### src/rtl/dnle_pkg.sv
`timescale 1ns / 1ps
// Shared constants and types of the DNS name label encoder.
// No dependencies; imported by dnle_front, dnle_cmdq, dnle_back and the top level.
package dnle_pkg;

	localparam int MAX_LABEL  = 63;
	localparam int CHAR_W     = 8;
	localparam int CNT_W      = 6;
	localparam logic [CHAR_W-1:0] DOT_CHAR = 8'h2E;

	// Two label banks, each split into even and odd character RAMs
	localparam int BANKS      = 2;
	localparam int RAM_DEPTH  = 64;
	localparam int RAM_AW     = $clog2(RAM_DEPTH);
	localparam int HALF_AW    = RAM_AW - 1;

	localparam int Q_DEPTH    = 2;
	localparam int QPTR_W     = $clog2(Q_DEPTH);
	localparam int QCNT_W     = $clog2(Q_DEPTH + 1);

	localparam int OUT_TDATA_W = 24;

	typedef enum logic {
		CMD_FLUSH,
		CMD_ERROR
	} cmd_kind_t;

	// Command from the front to the back
	typedef struct packed {
		cmd_kind_t          kind;
		logic [CNT_W-1:0]   cnt;
		logic               bank;
		logic               root;
	} cmd_t;

	// Character write into the label RAMs
	typedef struct packed {
		logic               we_even;
		logic               we_odd;
		logic [RAM_AW-1:0]  addr;
		logic [CHAR_W-1:0]  data;
	} ram_wr_t;

	// Back reports a finished label flush so its bank can be reused
	typedef struct packed {
		logic valid;
		logic bank;
	} bank_done_t;

	typedef struct packed {
		logic [CHAR_W-1:0] first_byte;
		logic [CHAR_W-1:0] second_byte;
		logic              pair_valid;
		logic              run_last;
		logic              label_error;
	} result_t;

	typedef enum logic [1:0] {
		BK_IDLE,
		BK_ISSUE,
		BK_EMIT
	} bk_state_t;

endpackage

### src/rtl/dnle_ram.sv
`timescale 1ns / 1ps
// Generic single-write, single-read RAM with registered read data.
// No dependencies.
module dnle_ram #(
	parameter int WIDTH = 8,
	parameter int DEPTH = 64
) (
	input  logic                     clk,
	input  logic                     we,
	input  logic [$clog2(DEPTH)-1:0] waddr,
	input  logic [WIDTH-1:0]         wdata,
	input  logic [$clog2(DEPTH)-1:0] raddr,
	output logic [WIDTH-1:0]         rdata
);

	logic [WIDTH-1:0] mem [DEPTH];

	// Write port and registered read port
	always_ff @(posedge clk) begin
		if (we) begin
			mem[waddr] <= wdata;
		end
		rdata <= mem[raddr];
	end

endmodule

### src/rtl/dnle_front.sv
`timescale 1ns / 1ps
// Front end: accepts characters, buffers labels into the RAM banks and
// issues flush and error commands. Depends on dnle_pkg.
module dnle_front (
	input  logic                   clk,
	input  logic                   arst_n,
	input  logic                   s_tvalid,
	output logic                   s_tready,
	input  logic [7:0]             s_tdata,   // name_char[7:0]
	input  logic                   s_tlast,   // end_of_name
	input  logic                   q_full,
	output logic                   push,
	output dnle_pkg::cmd_t         cmd,
	output dnle_pkg::ram_wr_t      wr,
	input  dnle_pkg::bank_done_t   done
);
	import dnle_pkg::*;

	logic [CNT_W-1:0] cnt_q, cnt_d;
	logic             disc_q, disc_d;
	logic             bank_q, bank_d;
	logic [BANKS-1:0] busy_q, busy_d, busy_set;
	logic             accept;

	assign s_tready = !q_full && !busy_q[bank_q];
	assign accept   = s_tvalid && s_tready;

	// Classify the accepted item
	always_comb begin
		push     = 1'b0;
		cmd      = '0;
		wr       = '0;
		cnt_d    = cnt_q;
		disc_d   = disc_q;
		bank_d   = bank_q;
		busy_set = '0;
		if (accept) begin
			priority if (s_tlast) begin
				if (disc_q) begin
					disc_d = 1'b0;
					cnt_d  = '0;
				end else begin
					push      = 1'b1;
					cmd.kind  = CMD_FLUSH;
					cmd.cnt   = cnt_q;
					cmd.bank  = bank_q;
					cmd.root  = 1'b1;
					if (cnt_q != '0) begin
						busy_set[bank_q] = 1'b1;
						bank_d           = !bank_q;
					end
					cnt_d = '0;
				end
			end else if (disc_q) begin
				cnt_d = cnt_q;
			end else if (s_tdata == DOT_CHAR) begin
				if (cnt_q != '0) begin
					push             = 1'b1;
					cmd.kind         = CMD_FLUSH;
					cmd.cnt          = cnt_q;
					cmd.bank         = bank_q;
					cmd.root         = 1'b0;
					busy_set[bank_q] = 1'b1;
					bank_d           = !bank_q;
					cnt_d            = '0;
				end
			end else if (cnt_q >= CNT_W'(MAX_LABEL)) begin
				push     = 1'b1;
				cmd.kind = CMD_ERROR;
				cnt_d    = '0;
				disc_d   = 1'b1;
			end else begin
				wr.we_even = !cnt_q[0];
				wr.we_odd  = cnt_q[0];
				wr.addr    = {bank_q, cnt_q[CNT_W-1:1]};
				wr.data    = s_tdata;
				cnt_d      = cnt_q + CNT_W'(1);
			end
		end
	end

	// Mark banks busy on flush, free them when the back finishes
	always_comb begin
		for (int b = 0; b < BANKS; b++) begin
			busy_d[b] = busy_set[b] |
				(busy_q[b] & !(done.valid && (done.bank == 1'(b))));
		end
	end

	always_ff @(posedge clk or negedge arst_n) begin
		if (!arst_n) begin
			cnt_q  <= '0;
			disc_q <= 1'b0;
			bank_q <= 1'b0;
			busy_q <= '0;
		end else begin
			cnt_q  <= cnt_d;
			disc_q <= disc_d;
			bank_q <= bank_d;
			busy_q <= busy_d;
		end
	end

endmodule

### src/rtl/dnle_cmdq.sv
`timescale 1ns / 1ps
// Short command queue between the front and the back end.
// Depends on dnle_pkg.
module dnle_cmdq (
	input  logic             clk,
	input  logic             arst_n,
	input  logic             push,
	input  dnle_pkg::cmd_t   din,
	output logic             full,
	input  logic             pop,
	output logic             valid,
	output dnle_pkg::cmd_t   dout
);
	import dnle_pkg::*;

	cmd_t              entry_q [Q_DEPTH];
	logic [QPTR_W-1:0] wptr_q, rptr_q;
	logic [QCNT_W-1:0] count_q;

	assign full  = (count_q == QCNT_W'(Q_DEPTH));
	assign valid = (count_q != '0);
	assign dout  = entry_q[rptr_q];

	// Store pushed commands
	always_ff @(posedge clk) begin
		if (push) begin
			entry_q[wptr_q] <= din;
		end
	end

	// Advance pointers and occupancy
	always_ff @(posedge clk or negedge arst_n) begin
		if (!arst_n) begin
			wptr_q  <= '0;
			rptr_q  <= '0;
			count_q <= '0;
		end else begin
			if (push) begin
				wptr_q <= wptr_q + QPTR_W'(1);
			end
			if (pop) begin
				rptr_q <= rptr_q + QPTR_W'(1);
			end
			if (push && !pop) begin
				count_q <= count_q + QCNT_W'(1);
			end else if (pop && !push) begin
				count_q <= count_q - QCNT_W'(1);
			end
		end
	end

endmodule

### src/rtl/dnle_back.sv
`timescale 1ns / 1ps
// Back end: executes flush and error commands, reads the label RAMs and
// holds the output result register. Depends on dnle_pkg.
module dnle_back (
	input  logic                    clk,
	input  logic                    arst_n,
	input  logic                    q_valid,
	input  dnle_pkg::cmd_t          q_cmd,
	output logic                    pop,
	output logic [dnle_pkg::RAM_AW-1:0] even_raddr,
	output logic [dnle_pkg::RAM_AW-1:0] odd_raddr,
	input  logic [dnle_pkg::CHAR_W-1:0] even_rdata,
	input  logic [dnle_pkg::CHAR_W-1:0] odd_rdata,
	output dnle_pkg::bank_done_t    done,
	output logic                    res_valid,
	output dnle_pkg::result_t       res,
	input  logic                    res_ready
);
	import dnle_pkg::*;

	bk_state_t         state_q, state_d;
	logic [CNT_W-1:0]  cnt_q;
	logic              bank_q;
	logic              root_q;
	logic [CNT_W-1:0]  pair_q;
	logic              out_valid_q;
	result_t           out_q;

	logic              out_free;
	logic              direct;
	logic              latch;
	logic              load;
	result_t           res_d;
	result_t           pair_res;
	logic              pair_last;
	logic [CNT_W-1:0]  pair_m1;
	logic [CNT_W:0]    n_ext;
	logic [CNT_W:0]    total;
	logic [CNT_W:0]    two_j;

	assign out_free  = !out_valid_q || res_ready;
	assign direct    = (q_cmd.kind == CMD_ERROR) || (q_cmd.cnt == '0);
	assign res_valid = out_valid_q;
	assign res       = out_q;

	// Read addresses follow the pair counter
	assign pair_m1    = pair_q - CNT_W'(1);
	assign even_raddr = {bank_q, pair_q[HALF_AW-1:0]};
	assign odd_raddr  = {bank_q, pair_m1[HALF_AW-1:0]};

	// Build the byte pair: length byte, characters, then optional root zero
	always_comb begin
		n_ext = {1'b0, cnt_q};
		total = n_ext + (CNT_W+1)'(1) + (CNT_W+1)'(root_q);
		two_j = {pair_q, 1'b0};
		pair_res = '0;
		if (pair_q == '0) begin
			pair_res.first_byte  = CHAR_W'(cnt_q);
			pair_res.second_byte = even_rdata;
		end else begin
			pair_res.first_byte  = (two_j <= n_ext) ? odd_rdata : '0;
			pair_res.second_byte = (two_j + (CNT_W+1)'(1) <= n_ext) ? even_rdata : '0;
		end
		pair_res.pair_valid  = (two_j + (CNT_W+1)'(1)) < total;
		pair_last            = (two_j + (CNT_W+1)'(2)) >= total;
		pair_res.run_last    = pair_last;
		pair_res.label_error = 1'b0;
	end

	// Next state
	always_comb begin
		state_d = state_q;
		unique case (state_q)
			BK_IDLE: begin
				if (q_valid && !direct) begin
					state_d = BK_ISSUE;
				end
			end
			BK_ISSUE: begin
				state_d = BK_EMIT;
			end
			BK_EMIT: begin
				// Read the next pair before emitting it
				if (out_free) begin
					state_d = pair_last ? BK_IDLE : BK_ISSUE;
				end
			end
			default: begin
				state_d = BK_IDLE;
			end
		endcase
	end

	// State outputs
	always_comb begin
		pop   = 1'b0;
		latch = 1'b0;
		load  = 1'b0;
		res_d = '0;
		done  = '0;
		unique case (state_q)
			BK_IDLE: begin
				if (q_valid) begin
					if (direct) begin
						if (out_free) begin
							pop               = 1'b1;
							load              = 1'b1;
							res_d.run_last    = 1'b1;
							res_d.label_error = (q_cmd.kind == CMD_ERROR);
						end
					end else begin
						pop   = 1'b1;
						latch = 1'b1;
					end
				end
			end
			BK_ISSUE: begin
				load = 1'b0;
			end
			BK_EMIT: begin
				if (out_free) begin
					load       = 1'b1;
					res_d      = pair_res;
					done.valid = pair_last;
					done.bank  = bank_q;
				end
			end
			default: begin
				load = 1'b0;
			end
		endcase
	end

	// Command context and pair counter
	always_ff @(posedge clk) begin
		if (latch) begin
			cnt_q  <= q_cmd.cnt;
			bank_q <= q_cmd.bank;
			root_q <= q_cmd.root;
			pair_q <= '0;
		end else if (load && (state_q == BK_EMIT)) begin
			pair_q <= pair_q + CNT_W'(1);
		end
		if (load) begin
			out_q <= res_d;
		end
	end

	always_ff @(posedge clk or negedge arst_n) begin
		if (!arst_n) begin
			state_q     <= BK_IDLE;
			out_valid_q <= 1'b0;
		end else begin
			state_q <= state_d;
			if (load) begin
				out_valid_q <= 1'b1;
			end else if (res_ready) begin
				out_valid_q <= 1'b0;
			end
		end
	end

endmodule

### src/rtl/dns_name_label_encoder.sv
`timescale 1ns / 1ps
// DNS name label encoder: a dotted name arrives one character per transfer
// (s_tlast marks the end of the name) and leaves in wire form, a length byte
// per label followed by its characters and a closing root zero, two bytes per
// output transfer. Empty labels produce nothing; a label over 63 characters
// gives one transfer with m_tuser set and the rest of that name is dropped.
// The front takes one character per cycle while s_tready is high and writes it
// into one of two label banks; a dot or the end marker hands the bank to the
// back through a two-entry command queue. The back takes the command, then for
// each output pair registers a RAM read and then loads the output register.
// Error and root-only results are loaded straight from the command without a
// RAM read. The front holds s_tready low while the bank it would fill is still
// being drained or the command queue is full. Depends on dnle_pkg, dnle_front,
// dnle_cmdq, dnle_back and dnle_ram.
module dns_name_label_encoder (
	input  logic        clk,
	input  logic        arst_n,
	input  logic        s_tvalid,
	output logic        s_tready,
	input  logic [7:0]  s_tdata,   // name_char[7:0]
	input  logic        s_tlast,   // end_of_name
	output logic        m_tvalid,
	input  logic        m_tready,
	output logic [23:0] m_tdata,   // first_byte[7:0], second_byte[15:8], pair_valid[16], zero
	output logic        m_tlast,   // run_last
	output logic        m_tuser    // label_error
);
	import dnle_pkg::*;

	logic              q_full, q_push, q_pop, q_valid;
	cmd_t              q_din, q_dout;
	ram_wr_t           wr;
	bank_done_t        done;
	logic [RAM_AW-1:0] even_raddr, odd_raddr;
	logic [CHAR_W-1:0] even_rdata, odd_rdata;
	result_t           res;

	dnle_front u_front (
		.clk      (clk),
		.arst_n   (arst_n),
		.s_tvalid (s_tvalid),
		.s_tready (s_tready),
		.s_tdata  (s_tdata),
		.s_tlast  (s_tlast),
		.q_full   (q_full),
		.push     (q_push),
		.cmd      (q_din),
		.wr       (wr),
		.done     (done)
	);

	dnle_cmdq u_cmdq (
		.clk    (clk),
		.arst_n (arst_n),
		.push   (q_push),
		.din    (q_din),
		.full   (q_full),
		.pop    (q_pop),
		.valid  (q_valid),
		.dout   (q_dout)
	);

	// Even-indexed label characters
	dnle_ram #(
		.WIDTH (CHAR_W),
		.DEPTH (RAM_DEPTH)
	) u_ram_even (
		.clk   (clk),
		.we    (wr.we_even),
		.waddr (wr.addr),
		.wdata (wr.data),
		.raddr (even_raddr),
		.rdata (even_rdata)
	);

	// Odd-indexed label characters
	dnle_ram #(
		.WIDTH (CHAR_W),
		.DEPTH (RAM_DEPTH)
	) u_ram_odd (
		.clk   (clk),
		.we    (wr.we_odd),
		.waddr (wr.addr),
		.wdata (wr.data),
		.raddr (odd_raddr),
		.rdata (odd_rdata)
	);

	dnle_back u_back (
		.clk        (clk),
		.arst_n     (arst_n),
		.q_valid    (q_valid),
		.q_cmd      (q_dout),
		.pop        (q_pop),
		.even_raddr (even_raddr),
		.odd_raddr  (odd_raddr),
		.even_rdata (even_rdata),
		.odd_rdata  (odd_rdata),
		.done       (done),
		.res_valid  (m_tvalid),
		.res        (res),
		.res_ready  (m_tready)
	);

	// Pack the result onto the master side
	assign m_tdata = {7'b0, res.pair_valid, res.second_byte, res.first_byte};
	assign m_tlast = res.run_last;
	assign m_tuser = res.label_error;

endmodule

### config.mk
export PLATFORM = sky130hd
export DESIGN_NAME = dns_name_label_encoder
export DESIGN_NICKNAME = d
export VERILOG_FILES = /design/src/rtl/dnle_pkg.sv /design/src/rtl/dnle_ram.sv /design/src/rtl/dnle_front.sv /design/src/rtl/dnle_cmdq.sv /design/src/rtl/dnle_back.sv /design/src/rtl/dns_name_label_encoder.sv
export SDC_FILE = /design/constraint.sdc
export NUM_CORES = 1
export LEC_CHECK = 0
export BUFFER_PORTS_ARGS = -buffer_cell sky130_fd_sc_hd__buf_2
export CELL_PAD_IN_SITES_DETAIL_PLACEMENT = 1
export CELL_PAD_IN_SITES_GLOBAL_PLACEMENT = 1
export CORE_UTILIZATION = 33
export CTS_CLUSTER_DIAMETER = 60
export DETAILED_ROUTE_END_ITERATION = 10
export GPL_TIMING_DRIVEN = 0
export HOLD_SLACK_MARGIN = 0.03
export PLACE_DENSITY = 0.62
export SETUP_SLACK_MARGIN = 0.5
export SLEW_MARGIN = 25
export SYNTH_ARGS = -nofsm -noshare
export SYNTH_HDL_FRONTEND = slang
export SYNTH_SLANG_ARGS = --single-unit
### constraint.sdc
create_clock -name clk -period 4.45 [get_ports clk]
set_input_delay 0.445 -clock clk [delete_from_list [all_inputs] [get_ports clk]]
set_output_delay 0.445 -clock clk [all_outputs]
set_load 0.005 [all_outputs]
======== After elaboration in Yosys (flattened, before gate mapping) ========
Memories as Yosys holds them, arrays and structs flattened. A register that Yosys moved wholly into a read port is not among the register bits.
Index checks and enable logic that the tools add are counted.
storage, ports and cells
  flip-flop bits (word level) ............. 50
  bits of input ports ..................... 13
  memories kept ........................... 3
  word-level logic and storage cells ...... 167
  RAM bits ................................ 1042
memories
  name            depth  width  rd ports  clocked after memory_dff  write ports  RTL line         text
  u_ram_even.mem  64     8      1         1                         1            dnle_ram.sv:16   logic [WIDTH-1:0] mem [DEPTH];
  u_ram_odd.mem   64     8      1         1                         1            dnle_ram.sv:16
  u_cmdq.entry_q  2      9      1         0                         1            dnle_cmdq.sv:16  cmd_t entry_q [Q_DEPTH];
operators by class
  equality and inequality tests ........... 8
  muxes and demuxes ....................... 76
  bitwise logic cells ..................... 9
  $add $sub $neg .......................... 11
  reductions and logical operators ........ 34
  order comparisons ....................... 7
operators with widths
  kind                                                              count
  16-bit 2-to-1 mux                                                 5
  1-bit 2-to-1 mux                                                  37
  6-bit 2-to-1 mux                                                  6
  2-bit 2-to-1 mux                                                  16
  8-bit 2-to-1 mux                                                  4
  9-bit 2-to-1 mux                                                  3
  7-bit by 6-bit <= comparator with 1-bit output                    2
  14-bit 2-to-1 mux                                                 1
  6-bit by 1-bit adder with 6-bit output (second input constant)    2
  6-bit zero test                                                   2
  1-bit zero test                                                   10
  1-bit logical AND                                                 9
  8-bit by 6-bit == test with 1-bit output (second input constant)  1
  2-bit nonzero test                                                4
  6-bit by 1-bit adder with 7-bit output (second input constant)    1
  7-bit by 1-bit adder with 7-bit output                            1
  7-bit by 1-bit adder with 7-bit output (second input constant)    1
  7-bit by 2-bit adder with 7-bit output (second input constant)    1
  7-bit greater-or-equal comparator                                 1
  7-bit less-than comparator                                        1
  6-bit greater-or-equal comparator (second input constant)         1
  2-bit case mux with 3 select lines                                1
  3-bit AND reduction                                               2
  6-bit nonzero test                                                1
  other kinds (21)                                                  32

======== Depth between registers and ports, before layout ========
Gate-level depths: netlist of the first run.
  depth after elaboration ................. 10
  gate-level depth with buffers ........... 14
  mapped depth without buffers ............ 12

======== Hierarchy ========
From an unflattened synthesis of the first run, not the netlist that was laid out.
unflattened totals
  cells, all modules ...................... 2246
  area, all modules ....................... 44345.0 µm²
modules (own cells, without submodules)
  module                  area an instance (µm²)  times used  cells an instance
  dnle_ram                20166.8                 2           940
  dnle_back               2174.6                  1           210
  dnle_front              935.9                   1           104
  dnle_cmdq               844.6                   1           44
  dns_name_label_encoder  56.3                    1           8

======== Worst setup path after synthesis of the first run ========
No wires, ideal clock.
  path type ............................... register -> register
  start ................................... register u_front.bank_q
  end ..................................... memory u_ram_even.mem[0][0] (data pin)
  path buffers ............................ 2
  library setup time ...................... 0.534 ns
  path slack .............................. 0.643 ns
  required time ........................... 3.916 ns
  stages on the path, launching flop included .. 8
  period minus slack after synthesis ...... 3.807 ns
  arrival ................................. 3.273 ns
  path through ............................ dfrtp_1 mux2_4 nor3b_2 nand2b_1 buf_2 nor3_4 buf_4 and2_1
RTL lines
  what                    RTL line          text
  start, declared         dnle_front.sv:21  logic bank_q, bank_d;
  start signal, assigned  dnle_front.sv:99  bank_q <= bank_d;
  end, declared           dnle_ram.sv:16

======== Worst setup path in the final report of the first run ========
  start ................................... register u_front.cnt_q[1]
  end ..................................... memory u_ram_odd.mem[52][1] (enable)
on the way
  longest elaborated chain between the ends .. 8
ends and longest elaborated chain
  what                                    RTL line          text
  start, declared                         dnle_front.sv:19  logic [CNT_W-1:0] cnt_q, cnt_d;
  start signal, assigned                  dnle_front.sv:97  cnt_q <= cnt_d;
  6-bit greater-or-equal comparator       dnle_front.sv:67  end else if (cnt_q >= CNT_W'(MAX_LABEL)) begin
  16-bit 2-to-1 mux *                     dnle_front.sv:67
  16-bit 2-to-1 mux *                     dnle_front.sv:56  end else if (s_tdata == DOT_CHAR) begin
  16-bit 2-to-1 mux *                     dnle_front.sv:54  end else if (disc_q) begin
  16-bit 2-to-1 mux *                     dnle_front.sv:38  priority if (s_tlast) begin
  16-bit 2-to-1 mux *                     dnle_front.sv:37  if (accept) begin
  1-bit 2-to-1 mux                        dnle_ram.sv:20    if (we) begin
  1-bit 2-to-1 mux (implied by the code)  dnle_ram.sv:21    mem[waddr] <= wdata;
  end, declared                           dnle_ram.sv:16
Mark *: on every way between the ends. The rest lies on a longest branch, timed or not.

==> results of run 1 <==
-- critical path, stage by stage (launching register included) --
cell and delay (ns):
dfrtp_1 0.48, ha_1 0.27, and3_1 0.24, a32oi_1 0.57
nand3_4 0.18, a21oi_1 0.23, nand4_1 0.70, nor2_1 0.95
-- layer usage --
| layer | share of wire [%] | wire, um |
|---|---|---|
| met4 | 2.8 | 3364 |
| met3 | 5.5 | 6540 |
| met5 | 0 | 0 |
| met2 | 49 | 58160 |
| met1 | 42 | 50030 |
-- stage by stage --
step                      cell area [sq um]  setup TNS, ns
after CTS                             50560              0
final                                 50690              0
after global placement                46160       -1710.14
after detailed placement              46600         -12.04
after global routing                  50690              0
after floorplan                       43800              0
-- sequential cells by signal, summed over array words and instances, names as in the netlist --
register	cells
u_cmdq.entry_q	18
u_ram_odd.rdata	8
u_front.busy_q	2
u_cmdq.wptr_q	1
u_back.cnt_q	6
u_ram_even.mem	512
u_front.disc_q	1
u_back.res_valid	1
u_cmdq.count_q	2
u_back.bank_q	1
u_ram_even.rdata	8
u_ram_odd.mem	512
u_back.state_q	2
u_front.bank_q	1
u_back.root_q	1
u_cmdq.rptr_q	1
u_back.pair_q	6
u_front.cnt_q	6
u_back.res	19
-- synth_stat cells, drive strengths merged (13+ instances only) --
cell | number | share of area (%)
mux4 | 282 | 15
mux2i | 31 | 0.71
ha | 25 | 0.71
a21oi | 42 | 0.48
clkbuf | 57 | 0.49
dfrtp | 17 | 0.97
o21ai | 18 | 0.21
a211oi | 26 | 0.45
inv | 18 | 0.15
xnor2 | 13 | 0.26
and2 | 23 | 0.33
a22oi | 15 | 0.26
dfxtp | 22 | 1.0
nor2 | 183 | 1.6
nand3 | 20 | 0.26
nor2b | 32 | 0.46
buf | 58 | 0.70
nand2 | 46 | 0.39
mux2 | 23 | 0.60
nor3 | 16 | 0.21
edfxtp | 1069 | 73
-- power groups by stage --
stage | sequential, mW | clock (mW) | combinational (mW)
4_1_cts | 12.2 | 9.56 | 9.12
3_3_place_gp | 12.5 | 0 | 8.42
6_report | 12.2 | 9.41 | 9.06
2_1_floorplan | 12.3 | 0 | 5.36
3_5_place_dp | 12.4 | 0 | 8.73
5_1_grt | 12.2 | 9.89 | 9.54
-- worst paths after layout --
| path | end | cells after the start |
|---|---|---|
| max in group asynchronous | u_cmdq.rptr_q$_DFFE_PN0P_ | 2 |
| worst min register to register | u_cmdq.count_q[1]$_DFFE_PN0P_ | 1 |
| worst max register to register | u_ram_odd.mem[52][1]$_DFFE_PP_ | 7 |
| worst max-delay path | u_ram_odd.mem[52][1]$_DFFE_PP_ | 7 |
| min in group asynchronous | u_front.cnt_q[4]$_DFFE_PN0P_ | 2 |
| worst min-delay path | u_back.res_valid$_DFFE_PN0P_ | 3 |
-- logic make-up (layout without fill, tap and decap cells) --
family | after synthesis | in the layout | synth area share (%)
xor gates and xnor gates | 22 | 22 | 0.4402
and+or+nand+nor | 366 | 366 | 4.093
AOI/OAI and AO/OA | 147 | 147 | 2.238
adders and majority gates | 26 | 26 | 0.7374
other | 1 | 7 | 0.008566
buffers and inverters | 135 | 395 | 1.358
muxes | 336 | 336 | 15.82
DFF | 1108 | 1108 | 75.31
-- layout make-up --
class	count	area [sq um]	area share [%]
repair buffers	53	570.5	1.126
plain buffers	115	674.4	1.331
inverters	20	80.08	0.1580
flip-flops and latches	1108	32970	65.04
well taps	1755	2196	4.332
clock buffers	136	2955	5.831
clock inverters	71	679.4	1.340
multi-input cells	904	10560	20.84
-- what timing repair did --
action	4_1_cts	5_1_grt
pin swaps	2	0
hold buffers	1	0
hold endpoints to repair	17	0
endpoints found under the setup margin	285	390
resized for setup	91	45
setup buffers	2	0
==> flow_summary.ini, run 1 <==
[status]
status = finished clean

[power]
power.density_mw_per_mm2 = 604.8
pwr-share-clk_pct = 30.7
swShare_pct = 31.46
p_total_mw = 30.66
combPwrFrac_pct = 29.5
ir_drop_mv = 0.3314
internal_power_mw = 21.01
p_leak_nw = 15.96
switchingPower_mw = 9.643
seqPwrFrac_pct = 39.7

[die]
coreArea_sq_mm = 0.1315
start_util_pct = 33.30
rows = 133
ios = 41
dieHeight_um = 366.2
fp.dieW_um = 366.2
dieArea_sq_mm = 0.1341

[timing]
worst_slew_pin_slew_ns = 1.056
whs_ns = 0.06930
setup_viol = 0
relSlewSlack_pct = 29.63
hold_viol = 0
finalClockSkew_ns = 0.03736
fin_crit_ns = 4.047
report.final.slew_viol_count = 0
rsz0062_at_grt = yes
layout_setup_ws_ns = 0.4032
finalCritPeriodShare_pct = 90.94
fmax_mhz = 247.1

[min_path]
worst_hold_path_type = input port to flip-flop
min-delay-start = m_tready

[synth]
synth-edff-count = 1069
syn_area_sq_mm = 0.04378
synth-seq-cells = 1108
ys_async_sr_fraction_pct = 1.534
synth.distinct_cells = 65
ys_warn_count = 0
netlist_instances = 2141
synth_flop_cell = edfxtp_1
avgSynthCellArea_sq_um = 20.45
seq_area_frac_synth_pct = 75.31

[worst_setup_path]
critPathKind = flip-flop to flip-flop
path_max_fanout = 8
startpoint = u_front.cnt_q[1]$_DFFE_PN0P_
cp-start-kind = flip-flop
worst_setup_path_end_kind = flip-flop
regToRegSetupSlack_ns = 0.40
rr_startpoint = u_front.cnt_q[1]$_DFFE_PN0P_
crit_arrival_ns = 4.36
crit_required_ns = 4.76

[clocking]
insertion_delay_ns = 0.71
cts_root_buf = clkbuf_16
htree_levels = 3
clk_transition_reported_paths_ns = 0.06
cts_tree = done
cts_buffer_depth = 3
numCtsBuffers = 111
clock-sinks = 1108

[placed_design]
place_congestion = 0.8235
dp_worst_setup_slack_ns = -1.515
portBuffers = 33
hpwl_um = 79090
placed_cells = 3952

[grt]
grt_pass1_vias = 23184
use_met2_pct = 29.33
use_met1_pct = 23.42
grt_max_degree = 69
top_usage_layer = met2
overflow = 0
grtUsageTotal_pct = 17.54
antenna_found_initial = 4
grt_util_met3_pct = 3.219
grt_pass1_wl_um = 169800

[detailed_routing]
routedWlPerCell_um = 28.37
vias = 21908
ant_nets = 0
drtIter0Drc = 2311
drt-total-wl_um = 118100
first_pass_iters = 5
remaining_drc_errors = 0
avgViaCountPerCell = 5.264

[finish]
finalNetCount = 2351
drive_gt1_share_pct = 29.29
finalNonFillerCells = 4162
n_fill_cell = 12760
layout_commonest_cell = edfxtp_1
fin_util_pct = 38.56
diodes = 0
synthToLayoutAreaGrowth_pct = 15.79
final_cell_mix = edfxtp_1 (1069), mux4_2 (282), nor2_1 (127), clkbuf_16 (114), buf_2 (68)

[run]
drv_cap = 0
Note: power is estimated with default switching activity, not from simulation.
==> inputs of run 2 (changes only) <==
- SYNTH_HIERARCHICAL: not set -> 1
==> run 2 against run 1 <==
Sequential power is essentially flat. Non-clock buffer count grew 74. Critical path type unchanged. First-iteration DRC count grew 5.9%. Critical path depth grew 4.
==> flow_summary.ini, run 2 <==
[timing]
worst_slew_pin_slew_ns = 0.9544
finalClockSkew_ns = 0.02650
fmax_mhz = 256.8
setup_tns_ns = 0
finalCritPeriodShare_pct = 87.51
relSlewSlack_pct = 36.37
layout_setup_ws_ns = 0.5560
rsz0062_at_grt = yes
setup_viol = 0
hold_viol = 0
fin_crit_ns = 3.894
report.final.slew_viol_count = 0

[synth]
ys_warn_count = 6
synth.area.top_cells = edfxtp_1 (72%), mux4_2 (13%), nor2_1 (1.6%)
seq_area_frac_synth_pct = 74.34
syn_area_sq_mm = 0.04435
synth_area_leader_cell = edfxtp_1
synth-seq-cells = 1108
yosysMostFrequentCell = edfxtp_1
synth_compound_area_share_pct = 2.723
synth.distinct_cells = 74
synth_top_family_by_area = multiplexers
synthTopCellsByCount = edfxtp_1 (1069), mux4_2 (252), nor2_1 (184), nand2_1 (63), mux2i_1 (46)
avgSynthCellArea_sq_um = 19.74
netlist_instances = 2246
synth_adder_area_share_pct = 0.7308
synth_flop_cell = edfxtp_1
synth.area.mux_share_pct = 14.84
synthSimpleGateAreaFrac_pct = 4.909
yosys.area_share.xor_xnor_pct = 0.3950
ys_async_sr_fraction_pct = 1.534
synth-edff-count = 1069
yosys.area.top_type_share_pct = 72.39

[worst_setup_path]
reg2reg_depth = 11
critPathKind = flip-flop to flip-flop
cp-start-kind = flip-flop
critPathMaxStageDelay_ns = 0.65
path_max_fanout = 10
worst_setup_path_end_kind = flip-flop
crit_chain = ha_2, and3_4, and3_4, buf_6, nor3_4, buf_4, and2_1, clkbuf_2, nor2_1, nand3_2, nor2_2
path_common_cell = and3_4
regToRegSetupSlack_ns = 0.56
slowest_stage = nor2_2
crit_arrival_ns = 4.21
cp_num_buf_inv = 3
rr_startpoint = u_front/cnt_q[0]$_DFFE_PN0P_
path_delay_family = simple AND/OR/NAND/NOR gates
reg2reg_to = u_ram_odd/mem[25][4]$_DFFE_PP_
crit_required_ns = 4.77

[power]
power.density_mw_per_mm2 = 577.1
p_leak_nw = 16.65
ir_drop_mv = 0.3585

[grt]
grt_pass1_vias = 24655
grtUsageTotal_pct = 17.60
grt_pass1_wl_um = 174100
antenna_found_initial = 1
grt_util_met3_pct = 2.548
overflow = 0
use_met2_pct = 29.37
use_met1_pct = 23.84
top_usage_layer = met2
grt_max_degree = 68

[die]
ios = 41
dieArea_sq_mm = 0.1358
rows = 134
dieHeight_um = 368.6
fp.dieW_um = 368.6
start_util_pct = 33.23
coreArea_sq_mm = 0.1335

[run]
drv_cap = 0

[finish]
postLayoutCellArea_sq_mm = 0.05244
final_cell_mix = edfxtp_1 (1069), mux4_2 (252), clkbuf_16 (110), nor2_4 (92), buf_4 (78)
synthToLayoutAreaGrowth_pct = 18.26
layout_commonest_cell = edfxtp_1
drive_gt1_share_pct = 33.37
finalNetCount = 2511

[clocking]
cts_root_buf = clkbuf_16
clock-sinks = 1108
cts_tree = done
cts_buffer_depth = 3
numCtsBuffers = 107
insertion_delay_ns = 0.70
htree_levels = 3
clk_transition_reported_paths_ns = 0.06

[min_path]
min_delay_path_depth = 3
worst_hold_path_type = input port to flip-flop
min-delay-start = s_tlast
min_to = u_front/disc_q$_DFFE_PN0P_

[placed_design]
dp_worst_setup_slack_ns = -0.3774
hpwl_um = 81170
place_congestion = 0.8598
dpl_cell_area_sq_mm = 0.04735
portBuffers = 33

[detailed_routing]
remaining_drc_errors = 0
vias = 23019
first_pass_iters = 5
drtIter0Drc = 2447
avgViaCountPerCell = 5.314
ant_nets = 0
drt-total-wl_um = 119900
routedWlPerCell_um = 27.67

[status]
status = finished clean
-- run 2: logic make-up after synthesis --
kind of cell,count (synthesis)
and+or+nand+nor,443
xor gates and xnor gates,20
muxes,336
buffers and inverters,154
DFF,1108
AOI/OAI and AO/OA,158
other,1
adders and majority gates,26
-- run 2: repair_timing --
item | CTS | global route
gates resized for setup | 210 | 75
pin swaps | 25 | 12
buffers inserted | 37 | 10
setup endpoints to repair | 1016 | 958
hold buffers | 1 | 0
hold endpoints to repair | 17 | 0
-- run 2: worst max-delay path by stage --
stage / startpoint / to / slack [ns] / cells past startpoint
after global routing: u_cmdq/count_q[0]$_DFFE_PN0P_ / u_ram_odd/mem[3][0]$_DFFE_PP_ / 0.42 / 10
final: u_front/cnt_q[0]$_DFFE_PN0P_ / u_ram_odd/mem[25][4]$_DFFE_PP_ / 0.56 / 11
after global placement: u_cmdq/count_q[0]$_DFFE_PN0P_ / u_ram_even/mem[45][0]$_DFFE_PP_ / -2.62 / 4
after CTS: u_cmdq/count_q[0]$_DFFE_PN0P_ / u_ram_even/mem[19][7]$_DFFE_PP_ / 0.09 / 10
after detailed placement: u_cmdq/count_q[0]$_DFFE_PN0P_ / u_ram_even/mem[15][2]$_DFFE_PP_ / -0.38 / 9
after floorplan: u_front/cnt_q[0]$_DFFE_PN0P_ / u_ram_even/mem[0][0]$_DFFE_PP_ / 0.42 / 5
-- run 2: where the power goes --
group | switching [mW] | internal [mW] | leakage (nW)
clock network | 3.94 | 5.05 | 1.67
logic | 5.55 | 3.62 | 4.69
registers | 0.187 | 11.9 | 10.3
total | 9.68 | 20.6 | 16.7
-- run 2: cell type report --
| class | count | area, sq um |
|---|---|---|
| Multi-Input combinational cell | 990 | 11560 |
| Buffer | 130 | 859.6 |
| Clock inverter | 62 | 594.3 |
| Sequential cell | 1108 | 32970 |
| Timing Repair Buffer | 112 | 1285 |
| Fill cell | 12954 | 81020 |
| Clock buffer | 136 | 2870 |
| Inverter | 24 | 90.09 |
| Tap cell | 1768 | 2212 |
| Antenna cell | 2 | 5.005 |
-- run 2: per-layer routing --
metal / part of all wire, % / routed length (um)
met1: 42 / 50740
met2: 49 / 59090
met3: 6.2 / 7393
met4: 2.2 / 2638
met5: 0 / 0
-- run 2: worst min-delay path, cell delays in order --
cell and delay, ns:
buf_2 0.17, nand3_1 0.09, o21a_1 0.12
-- run 2: metrics by stage --
| stage | hold WS, ns | utilization [%] | cells | power, mW |
|---|---|---|---|---|
| 3_5_place_dp | 0.4321 | 35.48 | 4084 | 21.25 |
| 6_report | 0.1862 | 39.29 | 4332 | 30.26 |
| 5_1_grt | 0.1880 | 39.29 | 4330 | 31.25 |
| 4_1_cts | 0.1335 | 38.98 | 4320 | 30.39 |
| 3_3_place_gp | 0.4159 | 35.05 | 4053 | 21.01 |
| 2_1_floorplan | 0.1494 | - | 2252 | 17.81 |
==> inputs of run 3 (changes only) <==
==> constraint.sdc (replaced) <==
create_clock -name clk -period 3.6 [get_ports clk]
set_input_delay 0.18 -clock clk [delete_from_list [all_inputs] [get_ports clk]]
set_output_delay 0.18 -clock clk [all_outputs]
set_load 0.005 [all_outputs]
==> run 3 against run 2 <==
Cell area rose by 5.3%. Clock skew rose by 0.0029 ns. Sequential share of layout area fell by 3.1 points. Global-route usage rose by 0.22 points.
==> flow_summary.ini, run 3 (synthesized netlist as in run 2, its figures left out) <==
[placed_design]
hpwl_um = 79960
portBuffers = 33
dpl_cell_area_sq_mm = 0.04729
place_congestion = 0.8413

[worst_setup_path]
crit_required_ns = 4.15
cp-start-kind = flip-flop
cp.depth = 11
worst_setup_path_end_kind = flip-flop
path_max_fanout = 10
crit_arrival_ns = 3.62
crit_chain = clkinvlp_4, ha_1, inv_1, buf_6, buf_6, buf_6, buf_6, nor2_1, nor4_1, nor3_1, o32ai_2
reg2reg_depth = 11
path_delay_family = buffers and inverters
rr_startpoint = u_back/pair_q[0]$_SDFFE_PP0P_
path_common_cell = buf_6
critPathMaxStageDelay_ns = 0.54
critPathKind = flip-flop to flip-flop
slowest_stage = o32ai_2
cp_num_buf_inv = 6
startpoint = u_back/pair_q[0]$_SDFFE_PP0P_

[min_path]
min-delay-start = s_tvalid
min_delay_path_depth = 5
worst_hold_path_type = input port to flip-flop

[detailed_routing]
drtIter0Drc = 2253
ant_nets = 0
drt-total-wl_um = 121900
avgViaCountPerCell = 5.326
remaining_drc_errors = 0
vias = 23835
first_pass_iters = 5
routedWlPerCell_um = 27.25

[timing]
whs_ns = 0.1064
fmax_mhz = 325.9
rsz0062_at_grt = yes
finalClockSkew_ns = 0.02944
setup_viol = 0
relSlewSlack_pct = 38.95
finalCritPeriodShare_pct = 85.23
report.final.slew_viol_count = 0
fin_crit_ns = 3.068
worst_slew_pin_slew_ns = 0.9158
hold_viol = 0

[clocking]
insertion_delay_ns = 0.73
cts_tree = done
clock-sinks = 1108
cts_root_buf = clkbuf_16
clk_transition_reported_paths_ns = 0.06
htree_levels = 3
cts_buffer_depth = 3
numCtsBuffers = 115

[finish]
multi_input_area_sq_mm = 0.01210
layout_commonest_cell = edfxtp_1
fin_util_pct = 41.36
regArea_sq_mm = 0.03297
final_cell_mix = edfxtp_1 (1069), mux4_2 (252), buf_4 (139), nor2_4 (124), clkbuf_16 (117)
synthToLayoutAreaGrowth_pct = 24.48
drive_gt1_share_pct = 38.32
postLayoutCellArea_sq_mm = 0.05520
finalNetCount = 2649
n_fill_cell = 12781

[die]
coreArea_sq_mm = 0.1335
dieArea_sq_mm = 0.1358
fp.dieW_um = 368.6
rows = 134
start_util_pct = 33.23
ios = 41
dieHeight_um = 368.6

[power]
p_total_mw = 38.96
p_leak_nw = 17.79
ir_drop_mv = 0.4587
power.density_mw_per_mm2 = 705.8

[grt]
grt_pass1_vias = 25266
grt_pass1_wl_um = 176400
overflow = 0
grt_max_degree = 71
grtUsageTotal_pct = 17.82
antenna_found_initial = 4

[status]
status = finished clean

[run]
drv_cap = 0
## run 3: cell types whose count changed in the layout (fill, tap and decap cells not counted), sizes merged
| cell | delta |
|---|---|
| buf | +119 |
| bufinv | +1 |
| clkbuf | +9 |
| clkdlybuf4s18 | +1 |
| clkinv | +7 |
| clkinvlp | -8 |
| diode | -1 |
| dlygate4sd3 | +11 |
| inv | +4 |
## run 3: final timing paths
| kind | slack [ns] | endpoint |
|---|---|---|
| setup / recovery | 0.53 | u_ram_odd/rdata[4]$_DFF_P_ |
| max in group asynchronous | 2.34 | u_front/cnt_q[0]$_DFFE_PN0P_ |
| hold reg to reg | 0.48 | u_cmdq/count_q[1]$_DFFE_PN0P_ |
| setup reg to reg | 0.53 | u_ram_odd/rdata[4]$_DFF_P_ |
| hold / removal | 0.11 | u_front/cnt_q[0]$_DFFE_PN0P_ |
| min in group asynchronous | 0.67 | u_front/cnt_q[2]$_DFFE_PN0P_ |
## run 3: area by class of cell
class,count,area share (%)
Tap cell,1768,4.007
Multi-Input combinational cell,990,21.93
Clock inverter,66,1.197
Buffer,130,2.008
Antenna cell,1,0.004533
Inverter,24,0.1700
Clock buffer,146,5.519
Timing Repair Buffer,242,5.433
Sequential cell,1108,59.74
## run 3: power by group
part | internal [mW] | leakage, nW | switching (mW)
Clock | 6.67 | 1.82 | 5.04
Sequential | 14.7 | 10.3 | 0.225
Combinational | 5.07 | 5.68 | 7.23
Total | 26.5 | 17.8 | 12.5
## run 3: routing by layer
metal	GRT usage, %	part of all wire, %	vias up
met5	0	0.0057	-
met4	6.096	3.1	2
met3	2.743	6.4	210
met2	30.09	50	861
met1	23.38	40	12827
li1	-	-	9935
## run 3: worst reg2reg max path, cell delays in order (launching register included)
cell and delay (ns):
dfxtp_4 0.41, clkinvlp_4 0.11, ha_1 0.36, inv_1 0.09, buf_6 0.18, buf_6 0.21, buf_6 0.22, buf_6 0.22
nor2_1 0.09, nor4_1 0.34, nor3_1 0.15, o32ai_2 0.54
## run 3: timing repair
action	in CTS	in global routing
resized for setup	408	97
pin swaps	81	41
endpoints found under the setup margin	1085	944
hold endpoints to repair	194	0
hold buffers	12	0
setup buffers	128	42
## run 3: through the flow
step	std cells	worst slack, ns	setup TNS, ns
2_1_floorplan	2252	-0.4297	-55.00
3_3_place_gp	4053	-3.324	-3050.30
3_5_place_dp	4080	-1.074	-725.81
4_1_cts	4432	0.1466	0
5_1_grt	4474	0.4569	0
6_report	4475	0.5316	0
